**config.mk**
```make
export PLATFORM = sky130hd
export DESIGN_NAME = ppm_binary_sample_reader_unit
export DESIGN_NICKNAME = d
export VERILOG_FILES = /design/src/design/ppmbsr_pkg.sv /design/src/design/ppm_binary_sample_reader_unit.sv /design/src/design/ppmbsr_ctrl.sv /design/src/design/ppmbsr_dp.sv
export SDC_FILE = /design/constraint.sdc
export NUM_CORES = 1
export LEC_CHECK = 0
export ABC_AREA = 1
export BUFFER_PORTS_ARGS = -buffer_cell sky130_fd_sc_hd__buf_4
export CORE_MARGIN = 4
export CORE_UTILIZATION = 25
export DETAILED_ROUTE_END_ITERATION = 6
export PLACE_DENSITY_LB_ADDON = 0.05
export SLEW_MARGIN = 20
export SYNTH_ARGS = -nofsm -noshare
export SYNTH_HDL_FRONTEND = slang
export SYNTH_SLANG_ARGS = --single-unit
```
**constraint.sdc**
```tcl
create_clock -name clk -period 9.2 [get_ports clk]
set_input_delay 1.84 -clock clk [delete_from_list [all_inputs] [get_ports clk]]
set_output_delay 1.84 -clock clk [all_outputs]
set_load 0.02 [all_outputs]
```
**src/design/ppmbsr_pkg.sv**
```systemverilog
`timescale 1ns / 1ps

package ppmbsr_pkg;

  localparam int MAX_W     = 16;
  localparam int DIM_W     = 15;
  localparam int NORM_W    = 17;
  localparam int BYTE_W    = 8;
  localparam int CH_W      = 2;
  localparam int STATUS_W  = 2;
  localparam int REG_IDX_W = 2;
  localparam int DIV_STEPS = 17;
  localparam int CNT_W     = 5;

  localparam logic [REG_IDX_W-1:0] REG_MAX_VALUE    = 2'd0;
  localparam logic [REG_IDX_W-1:0] REG_IMAGE_WIDTH  = 2'd1;
  localparam logic [REG_IDX_W-1:0] REG_IMAGE_HEIGHT = 2'd2;

  localparam logic [STATUS_W-1:0] STATUS_OK      = 2'd0;
  localparam logic [STATUS_W-1:0] STATUS_MISSING = 2'd1;
  localparam logic [STATUS_W-1:0] STATUS_RANGE   = 2'd2;

  localparam logic [CH_W-1:0] CH_RED  = 2'd0;
  localparam logic [CH_W-1:0] CH_BLUE = 2'd2;

  localparam logic [MAX_W-1:0] MAX_VALUE_RST = 16'd255;
  localparam logic [DIM_W-1:0] DIM_RST       = 15'd1;

  typedef struct packed {
    logic take_in;
    logic decode;
    logic div_step;
    logic out_load;
  } cmd_t;

  typedef struct packed {
    logic res_valid;
    logic res_div;
  } sts_t;

endpackage

```
**src/design/ppm_binary_sample_reader_unit.sv**
```systemverilog
`timescale 1ns / 1ps
// Binary PPM pixel body reader. Feed the raw body bytes on the in_ channel, one byte per
// word; a word with in_end_of_stream set closes the image and re-arms the reader.
// Each completed sample leaves on the out_ channel with its raw value, its Q1.16
// normalised value, colour channel, pixel index, last flag and status. A value above
// max_value gives one error word and halts the reader until the next end marker.
// Program max_value, image_width and image_height through the cfg_ port (index 0, 1, 2);
// cfg_ready is always high, and writes belong between images while the reader is idle.
// Sequence: a byte that completes a valid sample (nonzero max_value) passes through decode,
// 17 steps of the radix-2 divider and a load into the output register; an error or
// missing-data word skips the divider, and a byte that gives no word returns to idle.
// The reader takes no new byte until it is through with the last one.
// The input is accepted only in the idle state; a finished word waits in the output
// register while the next byte is taken and decoded. When out_stall is high the word
// holds and the reader stops before loading the next word.
// Reset (rst_n low, synchronous) restores max_value 255, a 1 x 1 image, clears the
// counters and empties the output register.

module ppm_binary_sample_reader_unit #(
  parameter int PIXEL_INDEX_BITS = 28
) (
  input  logic                                clk,
  input  logic                                rst_n,
  input  logic                                cfg_valid,
  output logic                                cfg_ready,
  input  logic [ppmbsr_pkg::REG_IDX_W-1:0]    cfg_index,
  input  logic [ppmbsr_pkg::MAX_W-1:0]        cfg_data,
  input  logic                                in_valid,
  output logic                                in_stall,
  input  logic [ppmbsr_pkg::BYTE_W-1:0]       in_data_byte,
  input  logic                                in_end_of_stream,
  output logic                                out_valid,
  input  logic                                out_stall,
  output logic [ppmbsr_pkg::MAX_W-1:0]        out_sample_value,
  output logic [ppmbsr_pkg::NORM_W-1:0]       out_normalized_value,
  output logic [ppmbsr_pkg::CH_W-1:0]         out_color_channel,
  output logic [PIXEL_INDEX_BITS-1:0]         out_pixel_index,
  output logic                                out_last_sample,
  output logic [ppmbsr_pkg::STATUS_W-1:0]     out_status
);

  ppmbsr_pkg::cmd_t cmd;
  ppmbsr_pkg::sts_t sts;

  assign cfg_ready = 1'b1;

  ppmbsr_ctrl u_ctrl (
    .clk       (clk),
    .rst_n     (rst_n),
    .in_valid  (in_valid),
    .in_stall  (in_stall),
    .out_valid (out_valid),
    .out_stall (out_stall),
    .sts       (sts),
    .cmd       (cmd)
  );

  ppmbsr_dp #(
    .PIXEL_INDEX_BITS (PIXEL_INDEX_BITS)
  ) u_dp (
    .clk                  (clk),
    .rst_n                (rst_n),
    .cfg_valid            (cfg_valid),
    .cfg_index            (cfg_index),
    .cfg_data             (cfg_data),
    .in_data_byte         (in_data_byte),
    .in_end_of_stream     (in_end_of_stream),
    .cmd                  (cmd),
    .sts                  (sts),
    .out_sample_value     (out_sample_value),
    .out_normalized_value (out_normalized_value),
    .out_color_channel    (out_color_channel),
    .out_pixel_index      (out_pixel_index),
    .out_last_sample      (out_last_sample),
    .out_status           (out_status)
  );

endmodule

```
**src/design/ppmbsr_ctrl.sv**
```systemverilog
`timescale 1ns / 1ps

module ppmbsr_ctrl (
  input  logic              clk,
  input  logic              rst_n,
  input  logic              in_valid,
  output logic              in_stall,
  output logic              out_valid,
  input  logic              out_stall,
  input  ppmbsr_pkg::sts_t  sts,
  output ppmbsr_pkg::cmd_t  cmd
);

  localparam logic [1:0] S_IDLE   = 2'd0;
  localparam logic [1:0] S_DECODE = 2'd1;
  localparam logic [1:0] S_DIV    = 2'd2;
  localparam logic [1:0] S_HOLD   = 2'd3;

  logic [1:0]                  state_r, state_nxt;
  logic [ppmbsr_pkg::CNT_W-1:0] cnt_r, cnt_nxt;
  logic                        out_valid_r, out_valid_nxt;

  assign in_stall  = (state_r != S_IDLE);
  assign out_valid = out_valid_r;

  always_comb begin
    state_nxt = state_r;
    cnt_nxt   = cnt_r;
    cmd       = '0;
    case (state_r)
      S_IDLE: begin
        if (in_valid) begin
          cmd.take_in = 1'b1;
          state_nxt   = S_DECODE;
        end
      end
      S_DECODE: begin
        cmd.decode = 1'b1;
        cnt_nxt    = '0;
        if (!sts.res_valid) begin
          state_nxt = S_IDLE;
        end else if (sts.res_div) begin
          state_nxt = S_DIV;
        end else begin
          state_nxt = S_HOLD;
        end
      end
      S_DIV: begin
        cmd.div_step = 1'b1;
        if (cnt_r == ppmbsr_pkg::CNT_W'(ppmbsr_pkg::DIV_STEPS - 1)) begin
          state_nxt = S_HOLD;
        end else begin
          cnt_nxt = cnt_r + 1'b1;
        end
      end
      S_HOLD: begin
        if (!out_valid_r || !out_stall) begin
          cmd.out_load = 1'b1;
          state_nxt    = S_IDLE;
        end
      end
      default: begin
        state_nxt = S_IDLE;
      end
    endcase
  end

  always_comb begin
    if (cmd.out_load) begin
      out_valid_nxt = 1'b1;
    end else begin
      out_valid_nxt = out_valid_r && out_stall;
    end
  end

  always_ff @(posedge clk) begin
    if (!rst_n) begin
      state_r     <= S_IDLE;
      cnt_r       <= '0;
      out_valid_r <= 1'b0;
    end else begin
      state_r     <= state_nxt;
      cnt_r       <= cnt_nxt;
      out_valid_r <= out_valid_nxt;
    end
  end

endmodule

```
**src/design/ppmbsr_dp.sv**
```systemverilog
`timescale 1ns / 1ps

module ppmbsr_dp #(
  parameter int PIXEL_INDEX_BITS = 28
) (
  input  logic                                clk,
  input  logic                                rst_n,
  input  logic                                cfg_valid,
  input  logic [ppmbsr_pkg::REG_IDX_W-1:0]    cfg_index,
  input  logic [ppmbsr_pkg::MAX_W-1:0]        cfg_data,
  input  logic [ppmbsr_pkg::BYTE_W-1:0]       in_data_byte,
  input  logic                                in_end_of_stream,
  input  ppmbsr_pkg::cmd_t                    cmd,
  output ppmbsr_pkg::sts_t                    sts,
  output logic [ppmbsr_pkg::MAX_W-1:0]        out_sample_value,
  output logic [ppmbsr_pkg::NORM_W-1:0]       out_normalized_value,
  output logic [ppmbsr_pkg::CH_W-1:0]         out_color_channel,
  output logic [PIXEL_INDEX_BITS-1:0]         out_pixel_index,
  output logic                                out_last_sample,
  output logic [ppmbsr_pkg::STATUS_W-1:0]     out_status
);

  localparam int PROD_W = 2 * ppmbsr_pkg::DIM_W;
  localparam int TOT_W  = ((PROD_W > PIXEL_INDEX_BITS) ? PROD_W : PIXEL_INDEX_BITS) + 1;

  // configuration
  logic [ppmbsr_pkg::MAX_W-1:0] max_r;
  logic [ppmbsr_pkg::DIM_W-1:0] width_r;
  logic [ppmbsr_pkg::DIM_W-1:0] height_r;

  // sequencing state
  logic                          phase_r;
  logic [ppmbsr_pkg::BYTE_W-1:0] high_r;
  logic [ppmbsr_pkg::CH_W-1:0]   ch_r;
  logic [PIXEL_INDEX_BITS-1:0]   pix_r;
  logic                          halted_r;

  // latched input word
  logic [ppmbsr_pkg::BYTE_W-1:0] byte_r;
  logic                          eos_r;

  // last pixel of the image
  logic [ppmbsr_pkg::DIM_W-1:0]  w_eff, h_eff;
  logic [PROD_W-1:0]             prod;
  logic [TOT_W-1:0]              total, cap, total_c, total_m1;

  // decode
  logic                          wide;
  logic [ppmbsr_pkg::MAX_W-1:0]  sample_c;
  logic                          range_err;
  logic                          is_last;

  // pending result and divider
  logic [ppmbsr_pkg::MAX_W-1:0]    pend_sample_r;
  logic [ppmbsr_pkg::CH_W-1:0]     pend_ch_r;
  logic [PIXEL_INDEX_BITS-1:0]     pend_pix_r;
  logic                            pend_last_r;
  logic [ppmbsr_pkg::STATUS_W-1:0] pend_status_r;
  logic [ppmbsr_pkg::MAX_W-1:0]    divisor_r;
  logic [ppmbsr_pkg::MAX_W-1:0]    rem_r;
  logic                            dvd_bit_r;
  logic [ppmbsr_pkg::NORM_W-1:0]   quo_r;
  logic [ppmbsr_pkg::MAX_W:0]      trial;
  logic [ppmbsr_pkg::MAX_W:0]      trial_sub;
  logic                            trial_ge;

  assign w_eff    = (width_r  == '0) ? ppmbsr_pkg::DIM_W'(1) : width_r;
  assign h_eff    = (height_r == '0) ? ppmbsr_pkg::DIM_W'(1) : height_r;
  assign prod     = PROD_W'(w_eff) * PROD_W'(h_eff);
  assign total    = TOT_W'(prod);
  assign cap      = TOT_W'(1) << PIXEL_INDEX_BITS;
  assign total_c  = (total > cap) ? cap : total;
  assign total_m1 = total_c - TOT_W'(1);

  assign wide      = (max_r[ppmbsr_pkg::MAX_W-1:ppmbsr_pkg::BYTE_W] != '0);
  assign sample_c  = wide ? {high_r, byte_r} : {{ppmbsr_pkg::BYTE_W{1'b0}}, byte_r};
  assign range_err = (sample_c > max_r);
  assign is_last   = (ch_r == ppmbsr_pkg::CH_BLUE) &&
                     (pix_r == total_m1[PIXEL_INDEX_BITS-1:0]);

  assign sts.res_valid = eos_r ? !halted_r : (!halted_r && !(wide && !phase_r));
  assign sts.res_div   = !eos_r && !range_err && (max_r != '0);

  assign trial     = {rem_r, dvd_bit_r};
  assign trial_ge  = (trial >= {1'b0, divisor_r});
  assign trial_sub = trial - {1'b0, divisor_r};

  always_ff @(posedge clk) begin
    if (!rst_n) begin
      max_r    <= ppmbsr_pkg::MAX_VALUE_RST;
      width_r  <= ppmbsr_pkg::DIM_RST;
      height_r <= ppmbsr_pkg::DIM_RST;
    end else if (cfg_valid) begin
      case (cfg_index)
        ppmbsr_pkg::REG_MAX_VALUE:    max_r    <= cfg_data;
        ppmbsr_pkg::REG_IMAGE_WIDTH:  width_r  <= cfg_data[ppmbsr_pkg::DIM_W-1:0];
        ppmbsr_pkg::REG_IMAGE_HEIGHT: height_r <= cfg_data[ppmbsr_pkg::DIM_W-1:0];
        default: begin
        end
      endcase
    end
  end

  always_ff @(posedge clk) begin
    if (!rst_n) begin
      phase_r  <= 1'b0;
      high_r   <= '0;
      ch_r     <= ppmbsr_pkg::CH_RED;
      pix_r    <= '0;
      halted_r <= 1'b0;
    end else if (cmd.decode) begin
      if (eos_r) begin
        phase_r  <= 1'b0;
        high_r   <= '0;
        ch_r     <= ppmbsr_pkg::CH_RED;
        pix_r    <= '0;
        halted_r <= 1'b0;
      end else if (!halted_r) begin
        if (wide && !phase_r) begin
          high_r  <= byte_r;
          phase_r <= 1'b1;
        end else begin
          phase_r <= 1'b0;
          if (range_err) begin
            halted_r <= 1'b1;
          end else if (is_last) begin
            high_r   <= '0;
            ch_r     <= ppmbsr_pkg::CH_RED;
            pix_r    <= '0;
            halted_r <= 1'b1;
          end else if (ch_r >= ppmbsr_pkg::CH_BLUE) begin
            ch_r  <= ppmbsr_pkg::CH_RED;
            pix_r <= pix_r + 1'b1;
          end else begin
            ch_r <= ch_r + 1'b1;
          end
        end
      end
    end
  end

  always_ff @(posedge clk) begin
    if (cmd.take_in) begin
      byte_r <= in_data_byte;
      eos_r  <= in_end_of_stream;
    end
    if (cmd.decode) begin
      pend_sample_r <= eos_r ? '0 : sample_c;
      pend_ch_r     <= ch_r;
      pend_pix_r    <= pix_r;
      pend_last_r   <= !eos_r && !range_err && is_last;
      pend_status_r <= eos_r ? ppmbsr_pkg::STATUS_MISSING :
                       (range_err ? ppmbsr_pkg::STATUS_RANGE : ppmbsr_pkg::STATUS_OK);
      divisor_r     <= max_r;
      rem_r         <= sample_c >> 1;
      dvd_bit_r     <= sample_c[0];
      quo_r         <= '0;
    end else if (cmd.div_step) begin
      dvd_bit_r <= 1'b0;
      if (trial_ge) begin
        rem_r <= trial_sub[ppmbsr_pkg::MAX_W-1:0];
        quo_r <= {quo_r[ppmbsr_pkg::NORM_W-2:0], 1'b1};
      end else begin
        rem_r <= trial[ppmbsr_pkg::MAX_W-1:0];
        quo_r <= {quo_r[ppmbsr_pkg::NORM_W-2:0], 1'b0};
      end
    end
    if (cmd.out_load) begin
      out_sample_value     <= pend_sample_r;
      out_normalized_value <= quo_r;
      out_color_channel    <= pend_ch_r;
      out_pixel_index      <= pend_pix_r;
      out_last_sample      <= pend_last_r;
      out_status           <= pend_status_r;
    end
  end

endmodule
```
==> flow_summary.json <==
{
  "status": "complete, no violations",
  "antenna_found_initial": 0,
  "wl_um": 64800,
  "arrival_ns": 8.89,
  "layout_setup_ws_ns": 0.765,
  "final_cell_mix": "nand2_1, inv_1, nor2_1",
  "path_class": "reg2reg",
  "max_freq_ghz": 0.119,
  "cp-start-kind": "register",
  "via_count": 16800,
  "dr.first_iter.drc_count": 886,
  "path_delay_family": "adder cells",
  "cts_hold_buf": 0,
  "fin_crit_ns": 8.43,
  "initial_utilization_pct": 25.2,
  "critical_path.max_stage_delay_ns": 0.52,
  "place_ws_ns": 0.459,
  "syn_nets": 3021,
  "dieWidth_um": 299,
  "io_pins": 101,
  "tritoncts": "built",
  "grt_max_degree": 62,
  "final_util_pct": 29.0,
  "grtUsageMet2_pct": 26.7,
  "syn_to_final_growth_pct": 14.8,
  "post_cts_buffers": 0,
  "vias_per_cell": 4.30,
  "coreArea_um2": 83700,
  "slew_violations": 0,
  "synth_edf_count": 156,
  "worstPathMaxFanout": 15,
  "antenna_cells_inserted": 0,
  "fp-row-count": 106,
  "min_path_type": "reg2reg",
  "hpwl_um": 51000,
  "slowest_stage": "fa_1",
  "gr-usage-met1_pct": 19.1,
  "cts.clk_slew.worst_paths_ns": 0.06,
  "htree_num_levels": 1,
  "grt_usage_pct": 14.7,
  "hold_viol_final": 0,
  "yosys_warnings": 0,
  "antenna_left": 0,
  "clk_path_buf_depth": 3,
  "finalPower_mw": 4.56,
  "tightest_slew_ns": 0.890,
  "syn_area_um2": 21100,
  "routedWlPerCell_um": 16.5,
  "max_cap_viol_count": 0,
  "grt_pass1_vias": 17800,
  "fillCellCount": 9091,
  "clock_sink_count": 268,
  "cts_root_buf": "clkbuf_16",
  "die_h_um": 299,
  "grt_pass1_wl_um": 104000,
  "ir_worst_vdd_uv": 129,
  "crit_buf_inv": 6,
  "power.density_nw_per_um2": 188,
  "yosysUniqueCellTypes": 48,
  "final_nets": 3095,
  "syn_area_per_cell_um2": 7.86,
  "first_pass_iters": 5,
  "place_congestion": 0.840,
  "relSlewSlack_pct": 40.7,
  "use_met3_pct": 1.10,
  "gr-total-overflow": 0,
  "layout_commonest_cell": "nand2_1",
  "cts_made_buffers": 31,
  "busiest_layer": "met2",
  "insertion_delay_ns": 0.58,
  "setup_violations": 0,
  "synthArstFlopShare_pct": 0,
  "layout-drive-gt1-share_pct": 7.68,
  "die_area_um2": 89200,
  "p_leak_nw": 11.9,
  "required_ns": 9.66,
  "synth-seq-cells": 268,
  "fin_crit_sh_pct": 91.7,
  "ys.flop_type": "edfxtp_1",
  "fin_worst_skew_ns": 0.0129,
  "portBuffers": 99,
  "cp-end-kind": "register",
  "drc": 0,
  "synth-seq-area-share_pct": 32.8,
  "synthCells": 2686
}
==> cells by family after synthesis <==
logic type | count (synthesis) | synth area share (%)
DFF | 268 | 32.8
other | 1 | 0.0178
adders and majority gates | 303 | 23.9
buffers and inverters | 684 | 12.4
and+or+nand+nor | 1089 | 21.2
xor gates and xnor gates | 38 | 1.64
AOI/OAI and AO/OA | 303 | 7.96
==> synth_stat cells (all sizes together), types with 2 or more instances <==
cell type | instances | area, um2
clkbuf | 81 | 304
nand3b | 15 | 113
ha | 135 | 1690
fa | 168 | 3360
clkinv | 9 | 33.8
xor2 | 25 | 219
o41ai | 8 | 85.1
nand3 | 109 | 556
a21o | 2 | 15.0
o2111ai | 2 | 17.5
o21ai | 126 | 631
o21bai | 7 | 52.6
nor4 | 6 | 43.8
edfxtp | 156 | 4680
nand2 | 673 | 2550
nor2 | 223 | 860
buf | 17 | 124
inv | 577 | 2170
a21oi | 126 | 631
o31ai | 8 | 73.8
xnor2 | 12 | 105
o211ai | 15 | 113
nand4 | 33 | 206
dfxtp | 112 | 2240
nor3 | 25 | 130
or2 | 4 | 25.0
a31oi | 5 | 31.3
==> state kept, by name (all words and copies together) (netlist names), 2 cells and up, named ones only <==
name and flops:
u_dp.pend_pix_r 28, u_dp.divisor_r 16, u_dp.height_r 15, u_dp.ch_r 2, u_dp.pix_r 28, u_dp.quo_r 17
u_dp.high_r 8, u_dp.rem_r 16, u_dp.out_sample_value 16, u_dp.width_r 15, u_ctrl.cnt_r 5, u_dp.pend_sample_r 16
u_dp.byte_r 8, u_dp.out_color_channel 2, u_dp.max_r 16, u_dp.pend_ch_r 2, u_dp.out_status 2, u_dp.out_normalized_value 17
u_dp.pend_status_r 2, u_dp.out_pixel_index 28
==> where the power goes <==
part | switching, mW | internal, mW | leakage [nW]
Sequential | 0.115 | 1.61 | 2.36
Clock | 0.502 | 0.752 | 0.493
Combinational | 1.07 | 0.511 | 9.02
==> path summary, 6_finish.rpt <==
path | from | slack, ns | end | cells after the start
worst max-delay path | u_dp.width_r[12]$_SDFFE_PN0P_ | 0.77 | u_dp.high_r[2]$_SDFFE_PN0P_ | 46
worst min-delay path | u_dp.pend_pix_r[1]$_DFFE_PP_ | 0.41 | u_dp.out_pixel_index[1]$_DFFE_PP_ | 0
worst max register to register | u_dp.width_r[12]$_SDFFE_PN0P_ | 0.77 | u_dp.high_r[2]$_SDFFE_PN0P_ | 46
worst min register to register | u_dp.pend_pix_r[1]$_DFFE_PP_ | 0.41 | u_dp.out_pixel_index[1]$_DFFE_PP_ | 0
==> metal layers <==
metal,wire (um),vias to the layer above,share of wire [%]
met5,0,-,0
met4,1150,0,1.8
met3,1550,61,2.4
met2,32100,218,50
met1,30000,8093,46
li1,-,8473,-
==> final cells by class <==
class / instances / area, um2 / area share, %
Inverter: 586 / 2200 / 9.07
Clock inverter: 13 / 180 / 0.743
Multi-Input combinational cell: 1734 / 11600 / 47.9
Sequential cell: 268 / 6930 / 28.6
Timing Repair Buffer: 139 / 1060 / 4.36
Clock buffer: 45 / 848 / 3.50
Tap cell: 1134 / 1420 / 5.85
==> repair_timing <==
| action | in CTS | in global routing |
|---|---|---|
| resized for setup | 0 | 2 |
| hold endpoints to repair | 0 | 0 |
| endpoints found under the setup margin | 0 | 37 |
==> metrics by stage <==
| stage | std cells | hold WS, ns | instance area (um2) | TNS, ns |
|---|---|---|---|---|
| 3_3_place_gp | 3861 | 0.404 | 23200 | 0 |
| 2_1_floorplan | 2686 | 0.400 | 21100 | 0 |
| 5_1_grt | 3919 | 0.421 | 24200 | -0.0448 |
| 3_5_place_dp | 3861 | 0.405 | 23200 | 0 |
| 6_report | 3919 | 0.413 | 24200 | 0 |
| 4_1_cts | 3919 | 0.414 | 24200 | 0 |
Power figures use the tool's default switching activity.
